## src/design/fpse_pkg.sv

```systemverilog
// fpse_pkg: shared types, constants and helper functions for the front panel
// setpoint editor. No dependencies; every design file but fpse_checker imports it.
`timescale 1ns / 1ps

package fpse_pkg;

    localparam int BUTTON_COUNT = 11;
    localparam int PIN_W        = 16;

    // button bit positions
    localparam int BTN_TARGET = 0;
    localparam int BTN_LEFT   = 3;
    localparam int BTN_RIGHT  = 4;
    localparam int BTN_DEBUG  = 5;
    localparam int BTN_TIMER  = 6;
    localparam int BTN_EXT    = 7;
    localparam int BTN_LOAD   = 8;

    localparam logic [PIN_W-1:0] ENC_MASK    = 16'h0006;
    localparam logic [PIN_W-1:0] BUTTON_MASK = PIN_W'((32'd1 << BUTTON_COUNT) - 32'd1);

    // configuration register indexes
    localparam logic [7:0] CFG_CUR_LIMIT = 8'd0;
    localparam logic [7:0] CFG_UVP_LIMIT = 8'd1;

    localparam logic [9:0]  CUR_LIMIT_RESET = 10'd1000;
    localparam logic [13:0] UVP_LIMIT_RESET = 14'd9999;
    localparam logic [9:0]  CUR_SP_RESET    = 10'd60;
    localparam logic [13:0] UVP_SP_RESET    = 14'd1000;
    localparam logic [1:0]  CUR_CURSOR_RESET = 2'd3;
    localparam logic [1:0]  UVP_CURSOR_RESET = 2'd1;
    localparam logic [1:0]  CURSOR_MAX       = 2'd3;

    localparam logic signed [3:0] ACC_LOW  = -4'sd4;
    localparam logic signed [3:0] ACC_HIGH = 4'sd4;

    // floor(t * 65.536) = (t * CODE_MULT) >> CODE_SHIFT for t below 1000
    localparam logic [33:0] CODE_MULT  = 34'd8589935;
    localparam int          CODE_SHIFT = 17;
    localparam logic [9:0]  CODE_SAT_TENTHS = 10'd1000;

    typedef struct packed {
        logic [PIN_W-1:0]  prev_pins;
        logic signed [3:0] acc;
        logic [9:0]        cur_sp;
        logic [13:0]       uvp_sp;
        logic [15:0]       code;
        logic              load;
        logic              ext;
        logic              uvp_mode;
        logic              debug;
        logic [1:0]        cur_cursor;
        logic [1:0]        uvp_cursor;
    } state_t;

    typedef struct packed {
        logic [9:0]  set_current_tenths;
        logic [13:0] uvp_hundredths;
        logic [15:0] dac_code;
        logic        dac_write;
        logic        load_enabled;
        logic        external_sense;
        logic        editing_uvp;
        logic [1:0]  current_digit;
        logic [1:0]  uvp_digit;
        logic        debug_view;
        logic        timer_reset;
    } result_t;

    // quadrature step indexed by {old AB, new AB}
    function automatic logic signed [3:0] quad_delta(input logic [3:0] idx);
        logic signed [3:0] d;
        case (idx) inside
            4'd1, 4'd7, 4'd8, 4'd14:  d = 4'sd1;
            4'd2, 4'd4, 4'd11, 4'd13: d = -4'sd1;
            default:                  d = 4'sd0;
        endcase
        return d;
    endfunction

    // digit step, same for both targets in their own units
    function automatic logic [9:0] step_of(input logic [1:0] cursor);
        logic [9:0] s;
        case (cursor)
            2'd0:    s = 10'd1000;
            2'd1:    s = 10'd100;
            2'd2:    s = 10'd10;
            default: s = 10'd1;
        endcase
        return s;
    endfunction

    function automatic logic [15:0] code_of(input logic [9:0] tenths);
        logic [33:0] prod;
        logic [15:0] c;
        prod = {24'd0, tenths} * CODE_MULT;
        if (tenths >= CODE_SAT_TENTHS) begin
            c = 16'hFFFF;
        end else begin
            c = prod[CODE_SHIFT+15:CODE_SHIFT];
        end
        return c;
    endfunction

endpackage

```

## src/design/fpse_in_stage.sv

```systemverilog
// fpse_in_stage: input register that holds one accepted pin snapshot.
// Depends on fpse_pkg.
`timescale 1ns / 1ps

module fpse_in_stage (
    input  logic                       aclk,
    input  logic                       aresetn,
    input  logic                       s_valid,
    output logic                       s_ready,
    input  logic [fpse_pkg::PIN_W-1:0] s_port_pins,
    input  logic                       advance,
    output logic                       full,
    output logic [fpse_pkg::PIN_W-1:0] pins
);
    import fpse_pkg::*;

    logic             full_reg;
    logic             full_next;
    logic [PIN_W-1:0] pins_reg;

    assign s_ready   = aresetn && (!full_reg || advance);
    assign full_next = (s_valid && s_ready) || (full_reg && !advance);

    always_ff @(posedge aclk) begin
        if (!aresetn) begin
            full_reg <= 1'b0;
        end else begin
            full_reg <= full_next;
        end
    end

    always_ff @(posedge aclk) begin
        if (s_valid && s_ready) begin
            pins_reg <= s_port_pins;
        end
    end

    assign full = full_reg;
    assign pins = pins_reg;

endmodule

```

## src/design/fpse_step.sv

```systemverilog
// fpse_step: next state and result for one pin snapshot (encoder detents,
// clamped digit edits, converter code, buttons). Depends on fpse_pkg.
`timescale 1ns / 1ps

module fpse_step (
    input  fpse_pkg::state_t           st,
    input  logic [fpse_pkg::PIN_W-1:0] pins,
    input  logic [9:0]                 cur_limit,
    input  logic [13:0]                uvp_limit,
    output fpse_pkg::state_t           nx,
    output fpse_pkg::result_t          res
);
    import fpse_pkg::*;

    logic [PIN_W-1:0]   changed;
    logic [PIN_W-1:0]   pressed;
    logic signed [3:0]  acc_sum;
    logic               det_add;
    logic               det_sub;
    logic               cur_edit;
    logic               uvp_edit;
    logic [9:0]         step;
    logic signed [11:0] cur_sum;
    logic signed [15:0] uvp_sum;
    logic [9:0]         cur_clamped;
    logic [13:0]        uvp_clamped;
    logic [15:0]        code_new;
    logic               mode;
    logic [1:0]         cursor;

    always_comb begin
        nx      = st;
        changed = pins ^ st.prev_pins;
        pressed = changed & ~pins & ~ENC_MASK & BUTTON_MASK;

        acc_sum = st.acc;
        if (|(changed & ENC_MASK)) begin
            acc_sum = st.acc + quad_delta({st.prev_pins[2:1], pins[2:1]});
        end
        // a full detent backwards adds the step, forwards subtracts it
        det_add = (acc_sum <= ACC_LOW);
        det_sub = (acc_sum >= ACC_HIGH);
        nx.acc  = (det_add || det_sub) ? 4'sd0 : acc_sum;

        cur_edit = (det_add || det_sub) && !st.uvp_mode;
        uvp_edit = (det_add || det_sub) && st.uvp_mode;
        step     = step_of(st.uvp_mode ? st.uvp_cursor : st.cur_cursor);

        if (det_add) begin
            cur_sum = $signed({2'b00, st.cur_sp}) + $signed({2'b00, step});
            uvp_sum = $signed({2'b00, st.uvp_sp}) + $signed({6'd0, step});
        end else begin
            cur_sum = $signed({2'b00, st.cur_sp}) - $signed({2'b00, step});
            uvp_sum = $signed({2'b00, st.uvp_sp}) - $signed({6'd0, step});
        end

        if (cur_sum[11]) begin
            cur_clamped = 10'd0;
        end else if (cur_sum[10:0] > {1'b0, cur_limit}) begin
            cur_clamped = cur_limit;
        end else begin
            cur_clamped = cur_sum[9:0];
        end

        if (uvp_sum[15]) begin
            uvp_clamped = 14'd0;
        end else if (uvp_sum[14:0] > {1'b0, uvp_limit}) begin
            uvp_clamped = uvp_limit;
        end else begin
            uvp_clamped = uvp_sum[13:0];
        end

        if (cur_edit) begin
            nx.cur_sp = cur_clamped;
        end
        if (uvp_edit) begin
            nx.uvp_sp = uvp_clamped;
        end
        code_new     = code_of(nx.cur_sp);
        nx.prev_pins = pins;

        // buttons in ascending bit order: target toggle first, then cursor moves
        mode        = st.uvp_mode ^ pressed[BTN_TARGET];
        nx.uvp_mode = mode;
        cursor      = mode ? st.uvp_cursor : st.cur_cursor;
        if (pressed[BTN_LEFT] && (cursor != 2'd0)) begin
            cursor = cursor - 2'd1;
        end
        if (pressed[BTN_RIGHT] && (cursor != CURSOR_MAX)) begin
            cursor = cursor + 2'd1;
        end
        if (mode) begin
            nx.uvp_cursor = cursor;
        end else begin
            nx.cur_cursor = cursor;
        end

        nx.debug = st.debug ^ pressed[BTN_DEBUG];
        nx.ext   = st.ext ^ pressed[BTN_EXT];
        nx.load  = st.load ^ pressed[BTN_LOAD];

        if (pressed[BTN_LOAD]) begin
            nx.code = nx.load ? code_new : 16'd0;
        end else if (cur_edit) begin
            nx.code = code_new;
        end

        res.set_current_tenths = nx.cur_sp;
        res.uvp_hundredths     = nx.uvp_sp;
        res.dac_code           = nx.code;
        res.dac_write          = cur_edit || pressed[BTN_LOAD];
        res.load_enabled       = nx.load;
        res.external_sense     = nx.ext;
        res.editing_uvp        = nx.uvp_mode;
        res.current_digit      = nx.cur_cursor;
        res.uvp_digit          = nx.uvp_cursor;
        res.debug_view         = nx.debug;
        res.timer_reset        = pressed[BTN_TIMER];
    end

endmodule

```

## src/design/fpse_out_stage.sv

```systemverilog
// fpse_out_stage: result register with valid/ready toward the consumer.
// Depends on fpse_pkg.
`timescale 1ns / 1ps

module fpse_out_stage (
    input  logic              aclk,
    input  logic              aresetn,
    input  logic              load,
    input  fpse_pkg::result_t res_in,
    output logic              can_take,
    output logic              m_valid,
    input  logic              m_ready,
    output fpse_pkg::result_t res_out
);
    import fpse_pkg::*;

    logic    valid_reg;
    logic    valid_next;
    result_t res_reg;

    assign can_take   = !valid_reg || m_ready;
    assign valid_next = load || (valid_reg && !m_ready);

    always_ff @(posedge aclk) begin
        if (!aresetn) begin
            valid_reg <= 1'b0;
        end else begin
            valid_reg <= valid_next;
        end
    end

    always_ff @(posedge aclk) begin
        if (load) begin
            res_reg <= res_in;
        end
    end

    assign m_valid = valid_reg;
    assign res_out = res_reg;

endmodule

```

## src/design/front_panel_setpoint_editor_unit.sv

```systemverilog
// Front panel setpoint editor: input register, single-pass step logic, result register.
// An accepted item waits in the input register until the result register can take it.
// Throughput: one item per cycle unless m_ready stalls; each move frees the input side.
// State is updated when an item moves from the input register to the result register.
// Reset (aresetn low, synchronous) empties both registers, restores setpoints, cursors,
// flags and limits to their power-up values; no clearing pass is needed.
`timescale 1ns / 1ps

module front_panel_setpoint_editor_unit (
    input  logic                       aclk,
    input  logic                       aresetn,
    input  logic                       s_valid,
    output logic                       s_ready,
    input  logic [fpse_pkg::PIN_W-1:0] s_port_pins,
    output logic                       m_valid,
    input  logic                       m_ready,
    output logic [9:0]                 m_set_current_tenths,
    output logic [13:0]                m_uvp_hundredths,
    output logic [15:0]                m_dac_code,
    output logic                       m_dac_write,
    output logic                       m_load_enabled,
    output logic                       m_external_sense,
    output logic                       m_editing_uvp,
    output logic [1:0]                 m_current_digit,
    output logic [1:0]                 m_uvp_digit,
    output logic                       m_debug_view,
    output logic                       m_timer_reset,
    input  logic                       cfg_valid,
    output logic                       cfg_ready,
    input  logic [7:0]                 cfg_index,
    input  logic [15:0]                cfg_data
);
    import fpse_pkg::*;

    logic             full;
    logic [PIN_W-1:0] pins;
    logic             can_take;
    logic             advance;
    state_t           st_reg;
    state_t           st_next;
    result_t          res_step;
    result_t          res_out;
    logic [9:0]       cur_limit_reg;
    logic [13:0]      uvp_limit_reg;

    assign advance   = full && can_take;
    assign cfg_ready = aresetn;

    fpse_in_stage u_in (
        .aclk        (aclk),
        .aresetn     (aresetn),
        .s_valid     (s_valid),
        .s_ready     (s_ready),
        .s_port_pins (s_port_pins),
        .advance     (advance),
        .full        (full),
        .pins        (pins)
    );

    fpse_step u_step (
        .st        (st_reg),
        .pins      (pins),
        .cur_limit (cur_limit_reg),
        .uvp_limit (uvp_limit_reg),
        .nx        (st_next),
        .res       (res_step)
    );

    fpse_out_stage u_out (
        .aclk     (aclk),
        .aresetn  (aresetn),
        .load     (advance),
        .res_in   (res_step),
        .can_take (can_take),
        .m_valid  (m_valid),
        .m_ready  (m_ready),
        .res_out  (res_out)
    );

    always_ff @(posedge aclk) begin
        if (!aresetn) begin
            st_reg.prev_pins  <= '1;
            st_reg.acc        <= 4'sd0;
            st_reg.cur_sp     <= CUR_SP_RESET;
            st_reg.uvp_sp     <= UVP_SP_RESET;
            st_reg.code       <= 16'd0;
            st_reg.load       <= 1'b0;
            st_reg.ext        <= 1'b0;
            st_reg.uvp_mode   <= 1'b0;
            st_reg.debug      <= 1'b0;
            st_reg.cur_cursor <= CUR_CURSOR_RESET;
            st_reg.uvp_cursor <= UVP_CURSOR_RESET;
        end else if (advance) begin
            st_reg <= st_next;
        end
    end

    always_ff @(posedge aclk) begin
        if (!aresetn) begin
            cur_limit_reg <= CUR_LIMIT_RESET;
            uvp_limit_reg <= UVP_LIMIT_RESET;
        end else if (cfg_valid && cfg_ready) begin
            case (cfg_index)
                CFG_CUR_LIMIT: cur_limit_reg <= cfg_data[9:0];
                CFG_UVP_LIMIT: uvp_limit_reg <= cfg_data[13:0];
                default: ;
            endcase
        end
    end

    assign m_set_current_tenths = res_out.set_current_tenths;
    assign m_uvp_hundredths     = res_out.uvp_hundredths;
    assign m_dac_code           = res_out.dac_code;
    assign m_dac_write          = res_out.dac_write;
    assign m_load_enabled       = res_out.load_enabled;
    assign m_external_sense     = res_out.external_sense;
    assign m_editing_uvp        = res_out.editing_uvp;
    assign m_current_digit      = res_out.current_digit;
    assign m_uvp_digit          = res_out.uvp_digit;
    assign m_debug_view         = res_out.debug_view;
    assign m_timer_reset        = res_out.timer_reset;

endmodule

```

## config.mk

```make
export PLATFORM = sky130hd
export DESIGN_NAME = front_panel_setpoint_editor_unit
export DESIGN_NICKNAME = d
export VERILOG_FILES = /design/src/design/fpse_pkg.sv /design/src/design/fpse_in_stage.sv /design/src/design/fpse_step.sv /design/src/design/fpse_out_stage.sv /design/src/design/front_panel_setpoint_editor_unit.sv
export SDC_FILE = /design/constraint.sdc
export NUM_CORES = 1
export LEC_CHECK = 0
export BUFFER_PORTS_ARGS = -buffer_cell sky130_fd_sc_hd__buf_2
export CORE_ASPECT_RATIO = 0.6
export CORE_UTILIZATION = 52
export DETAILED_ROUTE_END_ITERATION = 7
export GPL_ROUTABILITY_DRIVEN = 0
export PLACE_DENSITY = 0.71
export SLEW_MARGIN = 0
export SYNTH_ARGS = -nofsm -noshare
export SYNTH_HDL_FRONTEND = slang
export SYNTH_SLANG_ARGS = --single-unit
```

## constraint.sdc

```tcl
create_clock -name aclk -period 26.8 [get_ports aclk]
set_input_delay 6.7 -clock aclk [delete_from_list [all_inputs] [get_ports aclk]]
set_output_delay 6.7 -clock aclk [all_outputs]
set_load 0.03 [all_outputs]
```

; ---- Word-level counts from Yosys, hierarchy flattened
; Index checks and enable logic that the tools add are counted.
[classes]
n_addsub = 7
multipliers = 1
n_lt_le_gt_ge = 5
n_eq_ne = 12
muxes = 24
bitwise = 7
reduce_logical = 29
[op_table]
columns = op, n
row1 = 16-bit 2-to-1 mux, 5
row2 = 14-bit 2-to-1 mux, 3
row3 = "10-bit by 24-bit multiplier with 33-bit output, second input constant", 1
row4 = 10-bit 2-to-1 mux, 3
row5 = 10-bit one-hot mux with 3 select lines, 1
row6 = 4-bit 2-to-1 mux, 5
row7 = "4-bit equality test, second input constant", 4
row8 = 14-bit by 10-bit adder with 15-bit output, 1
row9 = 15-bit by 14-bit > comparator with 1-bit output, 1
row10 = 14-bit by 10-bit subtractor with 15-bit output, 1
row11 = 12-bit 2-to-1 mux, 1
row12 = 2-bit 2-to-1 mux, 6
row13 = 10-bit by 10-bit adder with 11-bit output, 1
row14 = 11-bit by 10-bit > comparator with 1-bit output, 1
row15 = 10-bit by 10-bit subtractor with 11-bit output, 1
row16 = "10-bit >= comparator, second input constant", 1
row17 = 1-bit logical AND, 10
row18 = 9-bit bitwise AND, 1
row19 = 9-bit NOT, 1
row20 = 9-bit bitwise XOR, 1
row21 = "4-bit by 3-bit equality test with 1-bit output, second input constant", 2
row22 = "8-bit by 1-bit equality test with 1-bit output, second input constant", 1
row23 = 8-bit logical NOT, 1
row24 = 4-bit OR reduction, 2
row25 = 17 further kinds, 30
[totals]
register_bits = 146
inputBits = 45
out_inout_bits = 53

; ---- Longest topological paths before layout
[depth]
depth_word = 17
ltp_mapped = 47

; ---- Modules after synthesis
; From an unflattened synthesis, not the netlist that was laid out.
[unflattened]
cells_unflattened = 1441
hier_area_um2 = 13101.3
[modules_own_cells]
columns = mod, n_inst, cells_each, area_each_um2, seq_area_each_um2
row1 = fpse_step, 1, 963, 7572.3, 0.0
row2 = front_panel_setpoint_editor_unit, 1, 402, 3440.8, 1841.8
row3 = fpse_out_stage, 1, 54, 1550.2, 1521.5
row4 = fpse_in_stage, 1, 22, 538.0, 500.5

; ---- Worst setup path after synthesis
; OpenSTA, ideal clock, no wires.
[synth_path]
kind = input to output
startpoint = in aresetn
endpoint = out s_ready
arrival_ns = 7.476
setup_slack_ns = 12.624
cell_stages = 3
path_buffers = 1
cell_sequence = clkbuf_1 -> inv_1 -> a21oi_1
[synth_between]
elab_chain_len = 1
[synth_lines]
columns = item, line
row1 = from (decl), front_panel_setpoint_editor_unit.sv:11  ; input logic aresetn,
row2 = 1-bit logical AND, fpse_in_stage.sv:21  ; assign s_ready = aresetn && (!full_reg || advance);
row3 = to (decl), front_panel_setpoint_editor_unit.sv:13  ; output logic s_ready,
; Every way passes these cells.

; ---- Final worst setup path
; Same ends and word-level chain as after synthesis.

==> results by group <==
Routing
  • Routed vias: 9375
  • Final wirelength: approximately 29000 um
  • Routed len/inst: around 17 um
  • Routed vias/inst: 5.66
  • Routed Antenna Nets: 0
  • DR pass1 iterations: 5
  • DRT iter0 DRCs: 760
  • # DRC: 0

Floorplan
  • Die Span Y: between 100 and 150 um
  • Die footprint: between 20000 and 25000 um^2
  • Initial Util: 53.2%
  • Die Wd: 196 um
  • Row count: 42
  • # IOs: approximately 100
  • Core area: 22100 um^2

Clock tree
  • Worst-path clk slew: roughly 60 ps
  • Clock root cell: clkbuf_16
  • CTS tree: done
  • Cts bufs inserted: 17
  • Clk buf depth: 2
  • Cts repair resizes: 0
  • Clock Sinks: 146
  • H-tree lvl count: 4
  • Worst-Skew Late Latency: between 400 and 500 ps
  • Number of buffers added for setup after CTS: 0
  • Post-CTS Hold Buffers: 0

Worst setup path
  • Most numerous cell on the critical path: buf_2
  • Critical path data required time: between 20000 and 25000 ps
  • Startpoint Class: input pin
  • Critical-path top delay cell: buf_4
  • Worst path arrival time: roughly 7700 ps
  • Worst reg-to-reg setup slack: approximately 14000 ps
  • Worst setup EP type: primary output
  • Crit Path Max Fanout: 30
  • WS Path Type: input pin to primary output
  • Worst-path cell chain: buf_2 -> buf_4 -> inv_1 -> a21oi_1 -> buf_2
  • Slowest stage delay, CP: approximately 310 ps

Synthesis
  • Synth Area in Compound Gates: about 18%
  • Mapped Area: around 12000 um^2
  • Flops & latches, synth: between 100 and 150
  • Proportion of netlist area held by the largest area contributor: between 15 and 20%
  • Synthesized net count: about 1600
  • Largest family of logic cells by synthesized area: adder cells
  • Post-Synthesis Cells: about 1300
  • Post-synth ARST share: 0%
  • Mux contribution to synthesized area: 2.41%
  • Sequential fraction of the synthesis area: between 20% and 30%
  • Leading post-synthesis cells by cell area: ha_1 (18%), edfxtp_1 (15%), dfxtp_1 (15%), fa_1 (8.7%), inv_1 (4.8%)
  • Synth area leader: ha_1
  • EDFF count, synth: between 50 and 60
  • Synth Area in Simple Gates: approximately 13%
  • Netlist cell types: 72
  • Syn Area/Cell: about 9 um^2
  • Commonest cells post-synth: ha_1 (168), inv_1 (151), nand2_1 (117)
  • Xor/xnor cell area share of the yosys netlist: roughly 3.6%
  • Adder-Cell Fraction of Synth Area: 26.6%
  • Top FF cell, synth: dfxtp_1
  • Most common cell in the netlist: ha_1
  • Syn. warnings: 0

Global route
  • First-pass GRT wire length: about 47000 um
  • Vias in the first global route: 8583
  • Pin count of the biggest net entering global routing: between 70 and 80
  • Total Routing Usage GR: between 20% and 30%
  • Gr ovfl total: 0
  • Antenna violations before repair: 0

STA
  • Layout Skew: ~9.4 ps
  • Slew HR: around 29%
  • Fmax: 69.7 MHz
  • Unrepaired setup endpoints after global routing: false
  • Max-slew violation count: 0
  • Final hold violation count: 0
  • Final setup viols: 0
  • Setup TNS Final: 0 ps
  • Worst-Margin Slew: between 1000 and 1500 ps
  • Crit path time final: ~14000 ps
  • Hold Slack: between 400 and 500 ps
  • Part of the cycle the worst path needs: between 50% and 60%
  • Final Worst Setup Slack: approximately 12000 ps

Pwr
  • Switching share of power: ~48%
  • Internal: 920 uW
  • Clock network power share: 13.9%
  • Maximum VDD drop: 0.000122 V
  • Leakage: roughly 6 nW
  • Sequential share of power: between 15 and 20%
  • Logic gate share of total power: a little over two thirds
  • Pwr/cell area: roughly 140 nW/um^2
  • NetSw: roughly 860 uW

Placement
  • Post-DP Area: between 10000 and 15000 um^2
  • IO Port Bufs: between 80 and 90
  • Post-DP HPWL: 22300 um
  • Setup WS pre-CTS: around 12000 ps

Finish
  • Antenna cells: 0
  • Syn-to-layout area delta: 11.0%
  • Share of cells above drive strength 1: around an eighth
  • Fillers: approximately 1900
  • Number of nets in the layout: approximately 1600
  • Number of flip-flops in the largest register: slightly above 60
  • Finished Cell Area: 13000 um^2

Outcome
  • Outcome: finished clean

Job
  • Max-cap violations: 0

Hold path
  • Hold Path Class: register to register
[critical path, delay by kind of cell]
kind | cells | cell delay (ps)
compound gates | 1 | 190
buf+inv | 4 | 750
[cells in the final DEF, fill, tap and decap left out, types with 13 or more instances in the layout]
master     synthesis  layout
ha_1             168     168
inv_1            151     150
nand2_1          117     117
o21ai_0           93      92
buf_2              3      88
dfxtp_1           87      87
nor2_1            72      72
a21oi_1           62      62
edfxtp_1          59      59
fa_1              51      51
nand3_1           41      41
xnor2_1           30      30
a21o_1            29      29
mux2i_1           26      26
a31oi_1           22      22
xor2_1            18      18
clkbuf_16          0      17
nor3_1            14      14
nor2b_1           13      13
[cell type report]
| type | instances | area [um^2] | share of cell area [%] |
|---|---|---|---|
| Tap cell | 286 | 358 | 2.75 |
| Clock buffer | 19 | 433 | 3.32 |
| Clock inverter | 13 | 171 | 1.32 |
| Multi-Input combinational cell | 940 | 7450 | 57.2 |
| Timing Repair Buffer | 100 | 531 | 4.07 |
| Inverter | 151 | 568 | 4.36 |
| Sequential cell | 146 | 3510 | 27.0 |
[power groups by stage]
| stage | logic (mW) | registers [mW] | clock network (mW) |
|---|---|---|---|
| global route | 1.43 | 0.279 | 0.261 |
| floorplan | 0.894 | 0.302 | 0 |
| global placement | 1.20 | 0.280 | 0 |
| CTS | 1.25 | 0.276 | 0.252 |
| detailed placement | 1.23 | 0.280 | 0 |
| finish | 1.26 | 0.276 | 0.247 |
[metal layers]
metal	share of wire, %	GRT usage (%)	vias up	wire, um
met3	7.9	6.76	22	2290
met1	55	43.1	4408	15900
li1	-	-	4653	-
met5	0	0	-	0
met4	0.90	4.83	0	259
met2	36	32.0	292	10500
[through the flow]
step                utilization (%)  total power, mW  instances
finish                         59.0             1.78       1655
global route                   59.0             1.97       1655
CTS                            59.0             1.77       1655
detailed placement             56.3             1.51       1623
global placement               56.3             1.48       1623
floorplan                         -             1.20       1288
[worst paths after layout]
check,from,endpoint,cells past startpoint
max,aresetn,s_ready,5
max reg2reg,u_in.pins[1],u_out.res_out[20],42
min reg2reg,st_reg[55],st_reg[55],2
min,st_reg[55],st_reg[55],2
[kinds of logic (layout without fill, tap and decap cells)]
family	Yosys count	after routing
compound gates	320	320
xor+xnor	48	48
fa+ha+maj	219	219
buf+inv	202	283
flops	146	146
mux	28	28
simple gates	325	325
Power figures use the tool's default switching activity.
